$ cat config.mk
export PLATFORM = sky130hd
export DESIGN_NAME = imu_gesture_to_drive_mapper_core
export DESIGN_NICKNAME = d
export VERILOG_FILES = /design/src/rtl/imd_pkg.sv /design/src/rtl/imd_cond.sv /design/src/rtl/imd_integ.sv /design/src/rtl/imd_map.sv /design/src/rtl/imu_gesture_to_drive_mapper_core.sv
export SDC_FILE = /design/constraint.sdc
export NUM_CORES = 2
export LEC_CHECK = 0
export ABC_AREA = 1
export BUFFER_PORTS_ARGS = -buffer_cell sky130_fd_sc_hd__buf_2
export CORE_MARGIN = 5
export CORE_UTILIZATION = 33
export DETAILED_ROUTE_END_ITERATION = 10
export GPL_TIMING_DRIVEN = 0
export SLEW_MARGIN = 20
export SYNTH_ARGS = -nofsm -noshare
export SYNTH_HDL_FRONTEND = slang
export SYNTH_SLANG_ARGS = --single-unit
$ cat constraint.sdc
create_clock -name i_clk -period 9.4 [get_ports i_clk]
set_input_delay 1.88 -clock i_clk [delete_from_list [all_inputs] [get_ports i_clk]]
set_output_delay 1.88 -clock i_clk [all_outputs]
set_load 0.05 [all_outputs]
$ cat src/rtl/imd_pkg.sv
// ---------------------------------------------------------------------------
// IMU gesture to drive mapper: package
// Field widths, register indexes, map constants and shared types.
// ---------------------------------------------------------------------------
`default_nettype none

package imd_pkg;

    localparam int SAMPLE_W = 16;
    localparam int TILT_W   = 32;
    localparam int MOTOR_W  = 8;
    localparam int SERVO_W  = 16;
    localparam int DB_W     = 15;
    localparam int THR_W    = 16;
    localparam int CFG_W    = 16;
    localparam int CFG_IDX_W = 1;

    // register indexes
    localparam logic [CFG_IDX_W-1:0] CFG_DEAD_BAND = 1'b0;
    localparam logic [CFG_IDX_W-1:0] CFG_SHAKE_THR = 1'b1;

    localparam logic [DB_W-1:0]  DEAD_BAND_RST = 15'd13;
    localparam logic [THR_W-1:0] SHAKE_THR_RST = 16'd1500;

    // motor map breakpoints, Q24.8
    localparam logic signed [TILT_W-1:0] BP_HI  = 32'sd3328;
    localparam logic signed [TILT_W-1:0] BP_MID = 32'sd768;
    localparam logic signed [TILT_W-1:0] BP_LO  = -32'sd1280;
    localparam logic signed [TILT_W-1:0] BP_FAR = -32'sd3840;

    localparam logic [14:0] SLOPE     = 15'd7;
    localparam logic [14:0] BASE_Q    = 15'd7680;
    localparam logic signed [MOTOR_W-1:0] FULL_SPEED = 8'sd100;
    localparam logic signed [MOTOR_W-1:0] ZERO_SPEED = 8'sd0;

    localparam logic signed [34:0] SERVO_CTR_Q = 35'sd23040;
    localparam logic signed [SERVO_W-1:0] SERVO_CTR = 16'sd90;
    localparam logic signed [26:0] SERVO_MAX = 27'sd32767;
    localparam logic signed [26:0] SERVO_MIN = -27'sd32768;

    typedef struct packed {
        logic                       hit;
        logic signed [SAMPLE_W-1:0] gx;
        logic signed [SAMPLE_W-1:0] gy;
    } t_cond;

endpackage

`default_nettype wire

$ cat src/rtl/imd_cond.sv
// ---------------------------------------------------------------------------
// IMU gesture to drive mapper: sample conditioning
// Dead band on the gyro rates and shake detection on the acceleration.
// ---------------------------------------------------------------------------
`default_nettype none

module imd_cond (
    input  wire logic signed [imd_pkg::SAMPLE_W-1:0] i_accel_x,
    input  wire logic signed [imd_pkg::SAMPLE_W-1:0] i_accel_y,
    input  wire logic signed [imd_pkg::SAMPLE_W-1:0] i_accel_z,
    input  wire logic signed [imd_pkg::SAMPLE_W-1:0] i_gyro_x,
    input  wire logic signed [imd_pkg::SAMPLE_W-1:0] i_gyro_y,
    input  wire logic        [imd_pkg::DB_W-1:0]     i_dead_band,
    input  wire logic        [imd_pkg::THR_W-1:0]    i_shake_thr,
    output imd_pkg::t_cond                           o_cond
);

    logic signed [16:0] db_pos;
    logic signed [16:0] db_neg;
    logic signed [16:0] gx_ext;
    logic signed [16:0] gy_ext;
    logic signed [31:0] sq_x;
    logic signed [31:0] sq_y;
    logic signed [31:0] sq_z;
    logic        [31:0] mag;

    assign db_pos = $signed({2'b00, i_dead_band});
    assign db_neg = -db_pos;
    assign gx_ext = 17'(i_gyro_x);
    assign gy_ext = 17'(i_gyro_y);

    assign sq_x = i_accel_x * i_accel_x;
    assign sq_y = i_accel_y * i_accel_y;
    assign sq_z = i_accel_z * i_accel_z;
    // each square is at most 2**30, so the sum fits in 32 bits
    assign mag  = 32'(sq_x) + 32'(sq_y) + 32'(sq_z);

    always_comb begin
        o_cond.hit = mag > {i_shake_thr, 16'h0000};
        o_cond.gx  = (gx_ext < db_pos && gx_ext > db_neg) ? '0 : i_gyro_x;
        o_cond.gy  = (gy_ext < db_pos && gy_ext > db_neg) ? '0 : i_gyro_y;
    end

endmodule

`default_nettype wire

$ cat src/rtl/imd_integ.sv
// ---------------------------------------------------------------------------
// IMU gesture to drive mapper: tilt integrator
// Next value of the saturating tilt accumulators; a shake clears them.
// ---------------------------------------------------------------------------
`default_nettype none

module imd_integ (
    input  wire logic signed [imd_pkg::TILT_W-1:0] i_tilt_x,
    input  wire logic signed [imd_pkg::TILT_W-1:0] i_tilt_y,
    input  wire imd_pkg::t_cond                    i_cond,
    output logic signed [imd_pkg::TILT_W-1:0]      o_tilt_x,
    output logic signed [imd_pkg::TILT_W-1:0]      o_tilt_y
);

    function automatic logic signed [imd_pkg::TILT_W-1:0] sat_add(
        input logic signed [imd_pkg::TILT_W-1:0]   acc,
        input logic signed [imd_pkg::SAMPLE_W-1:0] rate
    );
        logic signed [imd_pkg::TILT_W:0] sum;
        sum = 33'(acc) + 33'(rate);
        if (sum[imd_pkg::TILT_W] != sum[imd_pkg::TILT_W-1]) begin
            // overflow: clamp toward the sign of the true sum
            return sum[imd_pkg::TILT_W] ? {1'b1, {(imd_pkg::TILT_W-1){1'b0}}}
                                        : {1'b0, {(imd_pkg::TILT_W-1){1'b1}}};
        end
        return sum[imd_pkg::TILT_W-1:0];
    endfunction

    always_comb begin
        if (i_cond.hit) begin
            o_tilt_x = '0;
            o_tilt_y = '0;
        end else begin
            o_tilt_x = sat_add(i_tilt_x, i_cond.gx);
            o_tilt_y = sat_add(i_tilt_y, i_cond.gy);
        end
    end

endmodule

`default_nettype wire

$ cat src/rtl/imd_map.sv
// ---------------------------------------------------------------------------
// IMU gesture to drive mapper: drive map
// Piecewise-linear motor map of x tilt and servo angle from y tilt.
// ---------------------------------------------------------------------------
`default_nettype none

module imd_map (
    input  wire logic signed [imd_pkg::TILT_W-1:0]  i_tilt_x,
    input  wire logic signed [imd_pkg::TILT_W-1:0]  i_tilt_y,
    input  wire logic                               i_armed,
    input  wire logic signed [imd_pkg::MOTOR_W-1:0] i_held_motor,
    output logic signed [imd_pkg::MOTOR_W-1:0]      o_motor_cmd,
    output logic signed [imd_pkg::SERVO_W-1:0]      o_servo_cmd
);

    logic signed [imd_pkg::TILT_W-1:0] d_fwd;
    logic signed [imd_pkg::TILT_W-1:0] d_rev;
    logic [14:0]  lin_fwd;
    logic [14:0]  lin_rev;
    logic signed [imd_pkg::MOTOR_W-1:0] motor;
    logic signed [34:0] ty_ext;
    logic signed [34:0] sv;
    logic signed [34:0] sv_adj;
    logic signed [26:0] deg;
    logic signed [imd_pkg::SERVO_W-1:0] servo;

    // the linear segments span 2560 in Q.8, so 12 bits of offset suffice
    assign d_fwd   = i_tilt_x - imd_pkg::BP_MID;
    assign d_rev   = imd_pkg::BP_LO - i_tilt_x;
    assign lin_fwd = 15'(d_fwd[11:0]) * imd_pkg::SLOPE + imd_pkg::BASE_Q;
    assign lin_rev = 15'(d_rev[11:0]) * imd_pkg::SLOPE + imd_pkg::BASE_Q;

    always_comb begin
        motor = i_held_motor;
        if (i_tilt_x > imd_pkg::BP_HI) begin
            motor = -imd_pkg::FULL_SPEED;
        end else if (i_tilt_x > imd_pkg::BP_MID && i_tilt_x < imd_pkg::BP_HI) begin
            motor = -$signed({1'b0, lin_fwd[14:8]});
        end else if (i_tilt_x > imd_pkg::BP_LO && i_tilt_x < imd_pkg::BP_MID) begin
            motor = imd_pkg::ZERO_SPEED;
        end else if (i_tilt_x > imd_pkg::BP_FAR && i_tilt_x < imd_pkg::BP_LO) begin
            motor = $signed({1'b0, lin_rev[14:8]});
        end else if (i_tilt_x < imd_pkg::BP_FAR) begin
            motor = imd_pkg::FULL_SPEED;
        end
    end

    // 90*256 - 3*tilt_y, truncated toward zero to whole degrees
    assign ty_ext = 35'(i_tilt_y);
    assign sv     = imd_pkg::SERVO_CTR_Q - ((ty_ext <<< 1) + ty_ext);
    assign sv_adj = sv + (sv[34] ? 35'sd255 : 35'sd0);
    assign deg    = sv_adj[34:8];

    always_comb begin
        if (deg > imd_pkg::SERVO_MAX) begin
            servo = imd_pkg::SERVO_MAX[15:0];
        end else if (deg < imd_pkg::SERVO_MIN) begin
            servo = imd_pkg::SERVO_MIN[15:0];
        end else begin
            servo = deg[15:0];
        end
    end

    assign o_motor_cmd = i_armed ? motor : imd_pkg::ZERO_SPEED;
    assign o_servo_cmd = i_armed ? servo : imd_pkg::SERVO_CTR;

endmodule

`default_nettype wire

$ cat src/rtl/imu_gesture_to_drive_mapper_core.sv
// Each item passes 4 register stages: input, conditioning, tilt state and output.
// Throughput: one item per cycle unless stalled; tilt accumulators update in a single
// stage, so each item sees the state left by the one before it without waiting.
// Stalls ripple back only through full stages; empty stages keep accepting.
// Reset (synchronous, active low) clears the stage valids, the armed flag, both
// tilt accumulators and the held motor speed, and loads the register defaults.
// ---------------------------------------------------------------------------
// IMU gesture to drive mapper: top level
// Input register, conditioning, tilt state update and drive output register.
// ---------------------------------------------------------------------------
`default_nettype none

module imu_gesture_to_drive_mapper_core (
    input  wire logic                                  i_clk,
    input  wire logic                                  i_rst_n,
    input  wire logic                                  i_cfg_we,
    input  wire logic [imd_pkg::CFG_IDX_W-1:0]         i_cfg_addr,
    input  wire logic [imd_pkg::CFG_W-1:0]             i_cfg_wdata,
    input  wire logic                                  i_valid,
    output logic                                       o_stall,
    input  wire logic signed [imd_pkg::SAMPLE_W-1:0]   i_accel_x,
    input  wire logic signed [imd_pkg::SAMPLE_W-1:0]   i_accel_y,
    input  wire logic signed [imd_pkg::SAMPLE_W-1:0]   i_accel_z,
    input  wire logic signed [imd_pkg::SAMPLE_W-1:0]   i_gyro_x,
    input  wire logic signed [imd_pkg::SAMPLE_W-1:0]   i_gyro_y,
    output logic                                       o_valid,
    input  wire logic                                  i_stall,
    output logic signed [imd_pkg::MOTOR_W-1:0]         o_motor_cmd,
    output logic signed [imd_pkg::SERVO_W-1:0]         o_servo_cmd,
    output logic                                       o_armed
);

    logic [imd_pkg::DB_W-1:0]  r_dead_band;
    logic [imd_pkg::THR_W-1:0] r_shake_thr;

    logic r_v1, r_v2, r_v3, r_v4;
    logic rdy1, rdy2, rdy3, rdy4;

    logic signed [imd_pkg::SAMPLE_W-1:0] r_ax, r_ay, r_az, r_gx, r_gy;
    imd_pkg::t_cond cond;
    imd_pkg::t_cond r_cond;

    logic                                r_armed_flag;
    logic signed [imd_pkg::TILT_W-1:0]   r_tilt_x, r_tilt_y;
    logic signed [imd_pkg::TILT_W-1:0]   n_tilt_x, n_tilt_y;
    logic signed [imd_pkg::MOTOR_W-1:0]  r_held_motor;
    logic signed [imd_pkg::MOTOR_W-1:0]  n_motor;
    logic signed [imd_pkg::SERVO_W-1:0]  n_servo;

    logic signed [imd_pkg::MOTOR_W-1:0]  r_motor_cmd;
    logic signed [imd_pkg::SERVO_W-1:0]  r_servo_cmd;
    logic                                r_armed_out;

    // a stage may load when it is empty or its item moves on
    assign rdy4 = !r_v4 || !i_stall;
    assign rdy3 = !r_v3 || rdy4;
    assign rdy2 = !r_v2 || rdy3;
    assign rdy1 = !r_v1 || rdy2;
    assign o_stall = !rdy1;

    always_ff @(posedge i_clk) begin
        if (!i_rst_n) begin
            r_dead_band <= imd_pkg::DEAD_BAND_RST;
            r_shake_thr <= imd_pkg::SHAKE_THR_RST;
        end else if (i_cfg_we) begin
            case (i_cfg_addr)
                imd_pkg::CFG_DEAD_BAND: r_dead_band <= i_cfg_wdata[imd_pkg::DB_W-1:0];
                imd_pkg::CFG_SHAKE_THR: r_shake_thr <= i_cfg_wdata[imd_pkg::THR_W-1:0];
                default: ;
            endcase
        end
    end

    // stage valids
    always_ff @(posedge i_clk) begin
        if (!i_rst_n) begin
            r_v1 <= 1'b0;
            r_v2 <= 1'b0;
            r_v3 <= 1'b0;
            r_v4 <= 1'b0;
        end else begin
            if (rdy1) r_v1 <= i_valid;
            if (rdy2) r_v2 <= r_v1;
            if (rdy3) r_v3 <= r_v2;
            if (rdy4) r_v4 <= r_v3;
        end
    end

    // input register
    always_ff @(posedge i_clk) begin
        if (rdy1) begin
            r_ax <= i_accel_x;
            r_ay <= i_accel_y;
            r_az <= i_accel_z;
            r_gx <= i_gyro_x;
            r_gy <= i_gyro_y;
        end
    end

    imd_cond u_cond (
        .i_accel_x   (r_ax),
        .i_accel_y   (r_ay),
        .i_accel_z   (r_az),
        .i_gyro_x    (r_gx),
        .i_gyro_y    (r_gy),
        .i_dead_band (r_dead_band),
        .i_shake_thr (r_shake_thr),
        .o_cond      (cond)
    );

    always_ff @(posedge i_clk) begin
        if (rdy2) begin
            r_cond <= cond;
        end
    end

    imd_integ u_integ (
        .i_tilt_x (r_tilt_x),
        .i_tilt_y (r_tilt_y),
        .i_cond   (r_cond),
        .o_tilt_x (n_tilt_x),
        .o_tilt_y (n_tilt_y)
    );

    // state update: the tilt registers hold this item's values while it sits in stage 3
    always_ff @(posedge i_clk) begin
        if (!i_rst_n) begin
            r_armed_flag <= 1'b0;
            r_tilt_x     <= '0;
            r_tilt_y     <= '0;
        end else if (rdy3 && r_v2) begin
            r_armed_flag <= r_armed_flag || r_cond.hit;
            r_tilt_x     <= n_tilt_x;
            r_tilt_y     <= n_tilt_y;
        end
    end

    imd_map u_map (
        .i_tilt_x     (r_tilt_x),
        .i_tilt_y     (r_tilt_y),
        .i_armed      (r_armed_flag),
        .i_held_motor (r_held_motor),
        .o_motor_cmd  (n_motor),
        .o_servo_cmd  (n_servo)
    );

    always_ff @(posedge i_clk) begin
        if (!i_rst_n) begin
            r_held_motor <= '0;
        end else if (rdy4 && r_v3) begin
            r_held_motor <= n_motor;
        end
    end

    // output register
    always_ff @(posedge i_clk) begin
        if (rdy4 && r_v3) begin
            r_motor_cmd <= n_motor;
            r_servo_cmd <= n_servo;
            r_armed_out <= r_armed_flag;
        end
    end

    assign o_valid     = r_v4;
    assign o_motor_cmd = r_motor_cmd;
    assign o_servo_cmd = r_servo_cmd;
    assign o_armed     = r_armed_out;

endmodule

`default_nettype wire

# Word level (Yosys, flattened, before mapping)
# Index checks and enable logic that the tools add are counted.
dict set report word_totals {
  out_inout_bits 27
  elab_cells 101
  ff_bits 246
  in_bits 102
}
dict set report op_classes {
  n_mul 5
  n_bitwise 2
  magnitude_cmp 15
  eq_ne 2
  n_mux 21
  reduce_logical 21
  add_sub_neg 13
}
# op n
set op_table {}
lappend op_table {{$mux W32} 8}
lappend op_table {{$mul A16 B16 Y32} 3}
lappend op_table {{$add A32 B16 Y33} 2}
lappend op_table {{$add A32 B32 Y32} 2}
lappend op_table {{$gt A32 B13 Y1 const B} 2}
lappend op_table {{$lt A32 B13 Y1 const B} 2}
lappend op_table {{$mux W8} 7}
lappend op_table {{$add A35 B35 Y35} 1}
lappend op_table {{$sub A16 B35 Y35 const A} 1}
lappend op_table {{$add A33 B32 Y34} 1}
lappend op_table {{$gt A16 B17 Y1} 2}
lappend op_table {{$gt A32 B11 Y1 const B} 1}
lappend op_table {{$gt A32 B12 Y1 const B} 1}
lappend op_table {{$gt A32 B32 Y1} 1}
lappend op_table {{$lt A16 B16 Y1} 2}
lappend op_table {{$lt A32 B11 Y1 const B} 1}
lappend op_table {{$lt A32 B12 Y1 const B} 1}
lappend op_table {{$add A15 B13 Y15 const B} 2}
lappend op_table {{$mul A12 B3 Y15 const B} 2}
lappend op_table {{$gt A27 B16 Y1 const B} 1}
lappend op_table {{$lt A27 B16 Y1 const B} 1}
lappend op_table {{$neg A15 Y17} 1}
lappend op_table {{$mux W16} 1}
lappend op_table {{$mux W15} 1}
lappend op_table {{other kinds (11)} 32}

# Longest topological paths before layout
dict set report logic_depth {
  word_depth 8
  ltp_mapped 50
  ltp_nobuf 48
}

# Hierarchy
# A second synthesis with hierarchy kept.
dict set report unflattened {
  hier_cells 6545
  hier_area_um2 50987.7
}
# mod n_inst cells_each seq_area_each_um2 area_per_inst_um2
set by_module_without_submodules {}
lappend by_module_without_submodules {imd_cond 1 3521 0.0 30006.3}
lappend by_module_without_submodules {imu_gesture_to_drive_mapper_core 1 681 6306.0 8315.5}
lappend by_module_without_submodules {imd_map 1 1207 0.0 6951.7}
lappend by_module_without_submodules {imd_integ 1 1136 0.0 5714.2}

# Least setup slack after synthesis
# OpenSTA, ideal clock, no wires.
dict set report synth_timing {
  kind {reg-to-reg}
  startpoint {register r_az[2] (netlist name)}
  endpoint {register r_cond[32] (netlist name) (data pin)}
  required_time_ns 9.138
  stages_incl_launch_ff 42
  slack_ns -0.276
  setup_time_ns 0.262
  t_arrival_ns 9.413
  n_path_buf 2
  period_less_slack_ns 9.676
  cell_sequence {edfxtp_1 clkbuf_1 clkbuf_1 nand2_1 fa_1 inv_1 fa_1 inv_1 fa_1 fa_1 fa_1 inv_1 fa_1 fa_1 fa_1 inv_1 fa_1 inv_1 (+6 left out) a21boi_0 o21ai_0 a21boi_0 o21ai_0 a21boi_0 o21ai_0 nand2_1 nand2_1 nand2_1 nand2_1 ha_1 nand4_1 nor4_1 o2111ai_1 a21oi_1 o2111ai_1 nor2_1 a31oi_1}
}
# element line_no
set synth_rtl {}
lappend synth_rtl {{start, declared} imu_gesture_to_drive_mapper_core.sv:39} ;# logic signed [imd_pkg::SAMPLE_W-1:0] r_ax, r_ay, r_az, r_gx, r_gy;
lappend synth_rtl {{start signal, assigned} imu_gesture_to_drive_mapper_core.sv:94} ;# r_az <= i_accel_z;
lappend synth_rtl {{end signal, assigned} imu_gesture_to_drive_mapper_core.sv:113} ;# r_cond <= cond;
lappend synth_rtl {{end, declared} imu_gesture_to_drive_mapper_core.sv:41} ;# imd_pkg::t_cond r_cond;

==> results.sh <==
export IMPL_clk_path_buf_depth=3
export IMPL_met3_usage_pct=2.002
export IMPL_via_per_inst=4.597
export IMPL_fin_nets=7393
export IMPL_met1_usage_pct=24.33
export IMPL_maxCapViolations=0
export IMPL_slowest_delay_ns=0.58
export IMPL_slew_viol_final=0
export IMPL_rsz0062_at_grt="yes"
export IMPL_min_period_ns=9.590
export IMPL_yosysUniqueCellTypes=62
export IMPL_finalHoldViolCount=0
export IMPL_antenna_found_initial=2
export IMPL_met2_usage_pct=29.26
export IMPL_syn_to_final_growth_pct=12.33
export IMPL_status="finished, violations left"
export IMPL_cts_root_buf="clkbuf_16"
export IMPL_crit_top_cell="fa_1"
export IMPL_die_x_um=389.9
export IMPL_synth_edff_count=138
export IMPL_slowest_stage="fa_1"
export IMPL_grt_usage_pct=17.71
export IMPL_grt_overflow_total=0
export IMPL_dieArea_um2=152000
export IMPL_fp_row_count=139
export IMPL_setup_ws_ns=-0.1904
export IMPL_fin_skew_ns=0.03290
export IMPL_wl_um=132600
export IMPL_clk_insertion_delay_late_ns=0.61
export IMPL_grt_busiest_layer="met2"
export IMPL_gp_congestion=0.9498
export IMPL_final_cell_mix="inv_1, nand2_1, fa_1"
export IMPL_ys_ff_latch=246
export IMPL_arrival_ns=9.91
export IMPL_core_area_um2=143500
export IMPL_antenna_left=0
export IMPL_numPortBuffers=128
export IMPL_grt_pass1_vias=38200
export IMPL_syn_cell_area_um2=47620
export IMPL_cts_hold_fix_buffers=0
export IMPL_cts_clk_slew_worst_paths_ns=0.06
export IMPL_ys_seq_area_share_pct=13.24
export IMPL_fin_setup_tns_ns=-0.1904
export IMPL_tightest_slew_ns=0.8806
export IMPL_n_antenna_cell=0
export IMPL_drc=0
export IMPL_clock_sinks=246
export IMPL_final_common_cell="inv_1"
export IMPL_dp_hpwl_um=114700
export IMPL_synthFlopType="edfxtp_1"
export IMPL_required_ns=9.72
export IMPL_slew_headroom_pct=41.07
export IMPL_wl_per_cell_um=16.72
export IMPL_cp_end_kind="register"
export IMPL_num_vias=36450
export IMPL_grt_pass1_wl_um=212600
export IMPL_min_path_type="register to register"
export IMPL_period_share_pct=102.0
export IMPL_start_kind="register"
export IMPL_syn_area_per_cell_um2=8.273
export IMPL_crit_type="register to register"
export IMPL_worstPathMaxFanout=6
export IMPL_drive_gt1_share_pct=10.27
export IMPL_drt_iter0_drc=2283
export IMPL_drt_pass1_iterations=8
export IMPL_place_ws_ns=-2.439
export IMPL_initial_core_util_pct=33.19
export IMPL_cts_tree="done"
export IMPL_ys_warn_count=0
export IMPL_async_flop_share_pct=0
export IMPL_synthCells=5756
export IMPL_fmax_ghz=0.1043
export IMPL_die_y_um=389.9
export IMPL_grt_max_degree=47
export IMPL_violations="negative setup slack"
export IMPL_synth_nets=7149
export IMPL_ios=129
export IMPL_numCtsBuffers=34
export IMPL_h_tree_depth=2
export IMPL_setup_violations=1
==> cells by family (layout without fill, tap and decap cells) <==
logic type	count (synthesis)	in the layout	synth area share, %
AOI/OAI and AO/OA	564	564	6.658
xor gates and xnor gates	191	191	3.545
adders and majority gates	1291	1291	47.28
buffers and inverters	1780	2050	14.10
DFF	246	246	13.24
muxes	2	2	0.04204
other	1	1	0.007875
and+or+nand+nor	1681	1681	15.13
==> worst paths after layout <==
path,slack (ns),to,depth (start not counted),start
worst max-delay path,-0.19,r_cond[32],40,r_az[6]
worst min-delay path,0.46,r_v2,2,r_v1
worst max register to register,-0.19,r_cond[32],40,r_az[6]
worst min register to register,0.46,r_v2,2,r_v1
==> area by class of cell <==
type	count	area (um^2)
well taps	1903	2381
flip-flops and latches	246	6306
clock buffers	45	1006
fillers	14760	89990
clock inverters	17	128.9
inverters	1644	6192
repair buffers	230	1521
multi-input cells	3730	35040
plain buffers	114	909.6
==> Yosys cell counts (all sizes together), types with 8 or more instances <==
cell	instances	area, um^2
o21bai	16	120.1
xor2	128	1129
xnor2	63	559.3
dfxtp	108	2162
edfxtp	138	4144
nand2	1164	4534
a21o	10	75.07
o31ai	8	60.06
or2	20	127.6
nor4	12	75.07
o211ai	16	120.1
o21ai	160	800.8
inv	1637	6145
fa	847	16960
nor3	41	231.5
a31oi	20	125.1
clkbuf	130	488.0
a21oi	283	1439
ha	444	5555
nand3	150	828.3
nor2	227	947.2
nand3b	13	97.59
nand4	49	327.8
==> worst max-delay path, delay by kind of cell (launching register included) <==
family                     cells  cell delay (ns)
adders and majority gates     11             4.93
AOI/OAI and AO/OA             11             1.68
buffers and inverters         10             1.16
and+or+nand+nor                7             0.90
DFF                            1             0.46
xor gates and xnor gates       1             0.18
==> per-layer routing <==
metal / wire (um) / part of all wire [%] / vias to the layer above
li1: - / - / 17720
met1: 60220 / 45 / 17650
met2: 60950 / 46 / 868
met3: 6248 / 4.7 / 220
met4: 5181 / 3.9 / 0
met5: 0 / 0 / -
==> metrics by stage <==
step	hold WS [ns]	instance area, um^2	util [%]	cells
global placement	0.4544	50640	35.30	7787
detailed placement	0.4496	50690	35.33	7789
floorplan	0.4353	47620	-	5756
CTS	0.4599	53350	37.19	7920
global route	0.4995	53490	37.28	7929
finish	0.4618	53490	37.28	7929
==> repair_timing <==
action,in CTS,in global routing
pin swaps,100,40
resized for setup,269,26
setup buffers,90,11
endpoints found under the setup margin,1,1
==> state kept, by name (all words and copies together) (netlist names), 8 cells and up <==
name	cells
r_gx	16
r_ax	16
r_dead_band	15
r_tilt_y	32
r_shake_thr	16
r_tilt_x	32
r_ay	16
r_cond	33
o_motor_cmd	8
r_az	16
r_held_motor	8
o_servo_cmd	16
r_gy	16
Power is left out: the tool's default activity adds up to more than one toggle a clock period on the data nets, which glitch-free logic cannot reach.
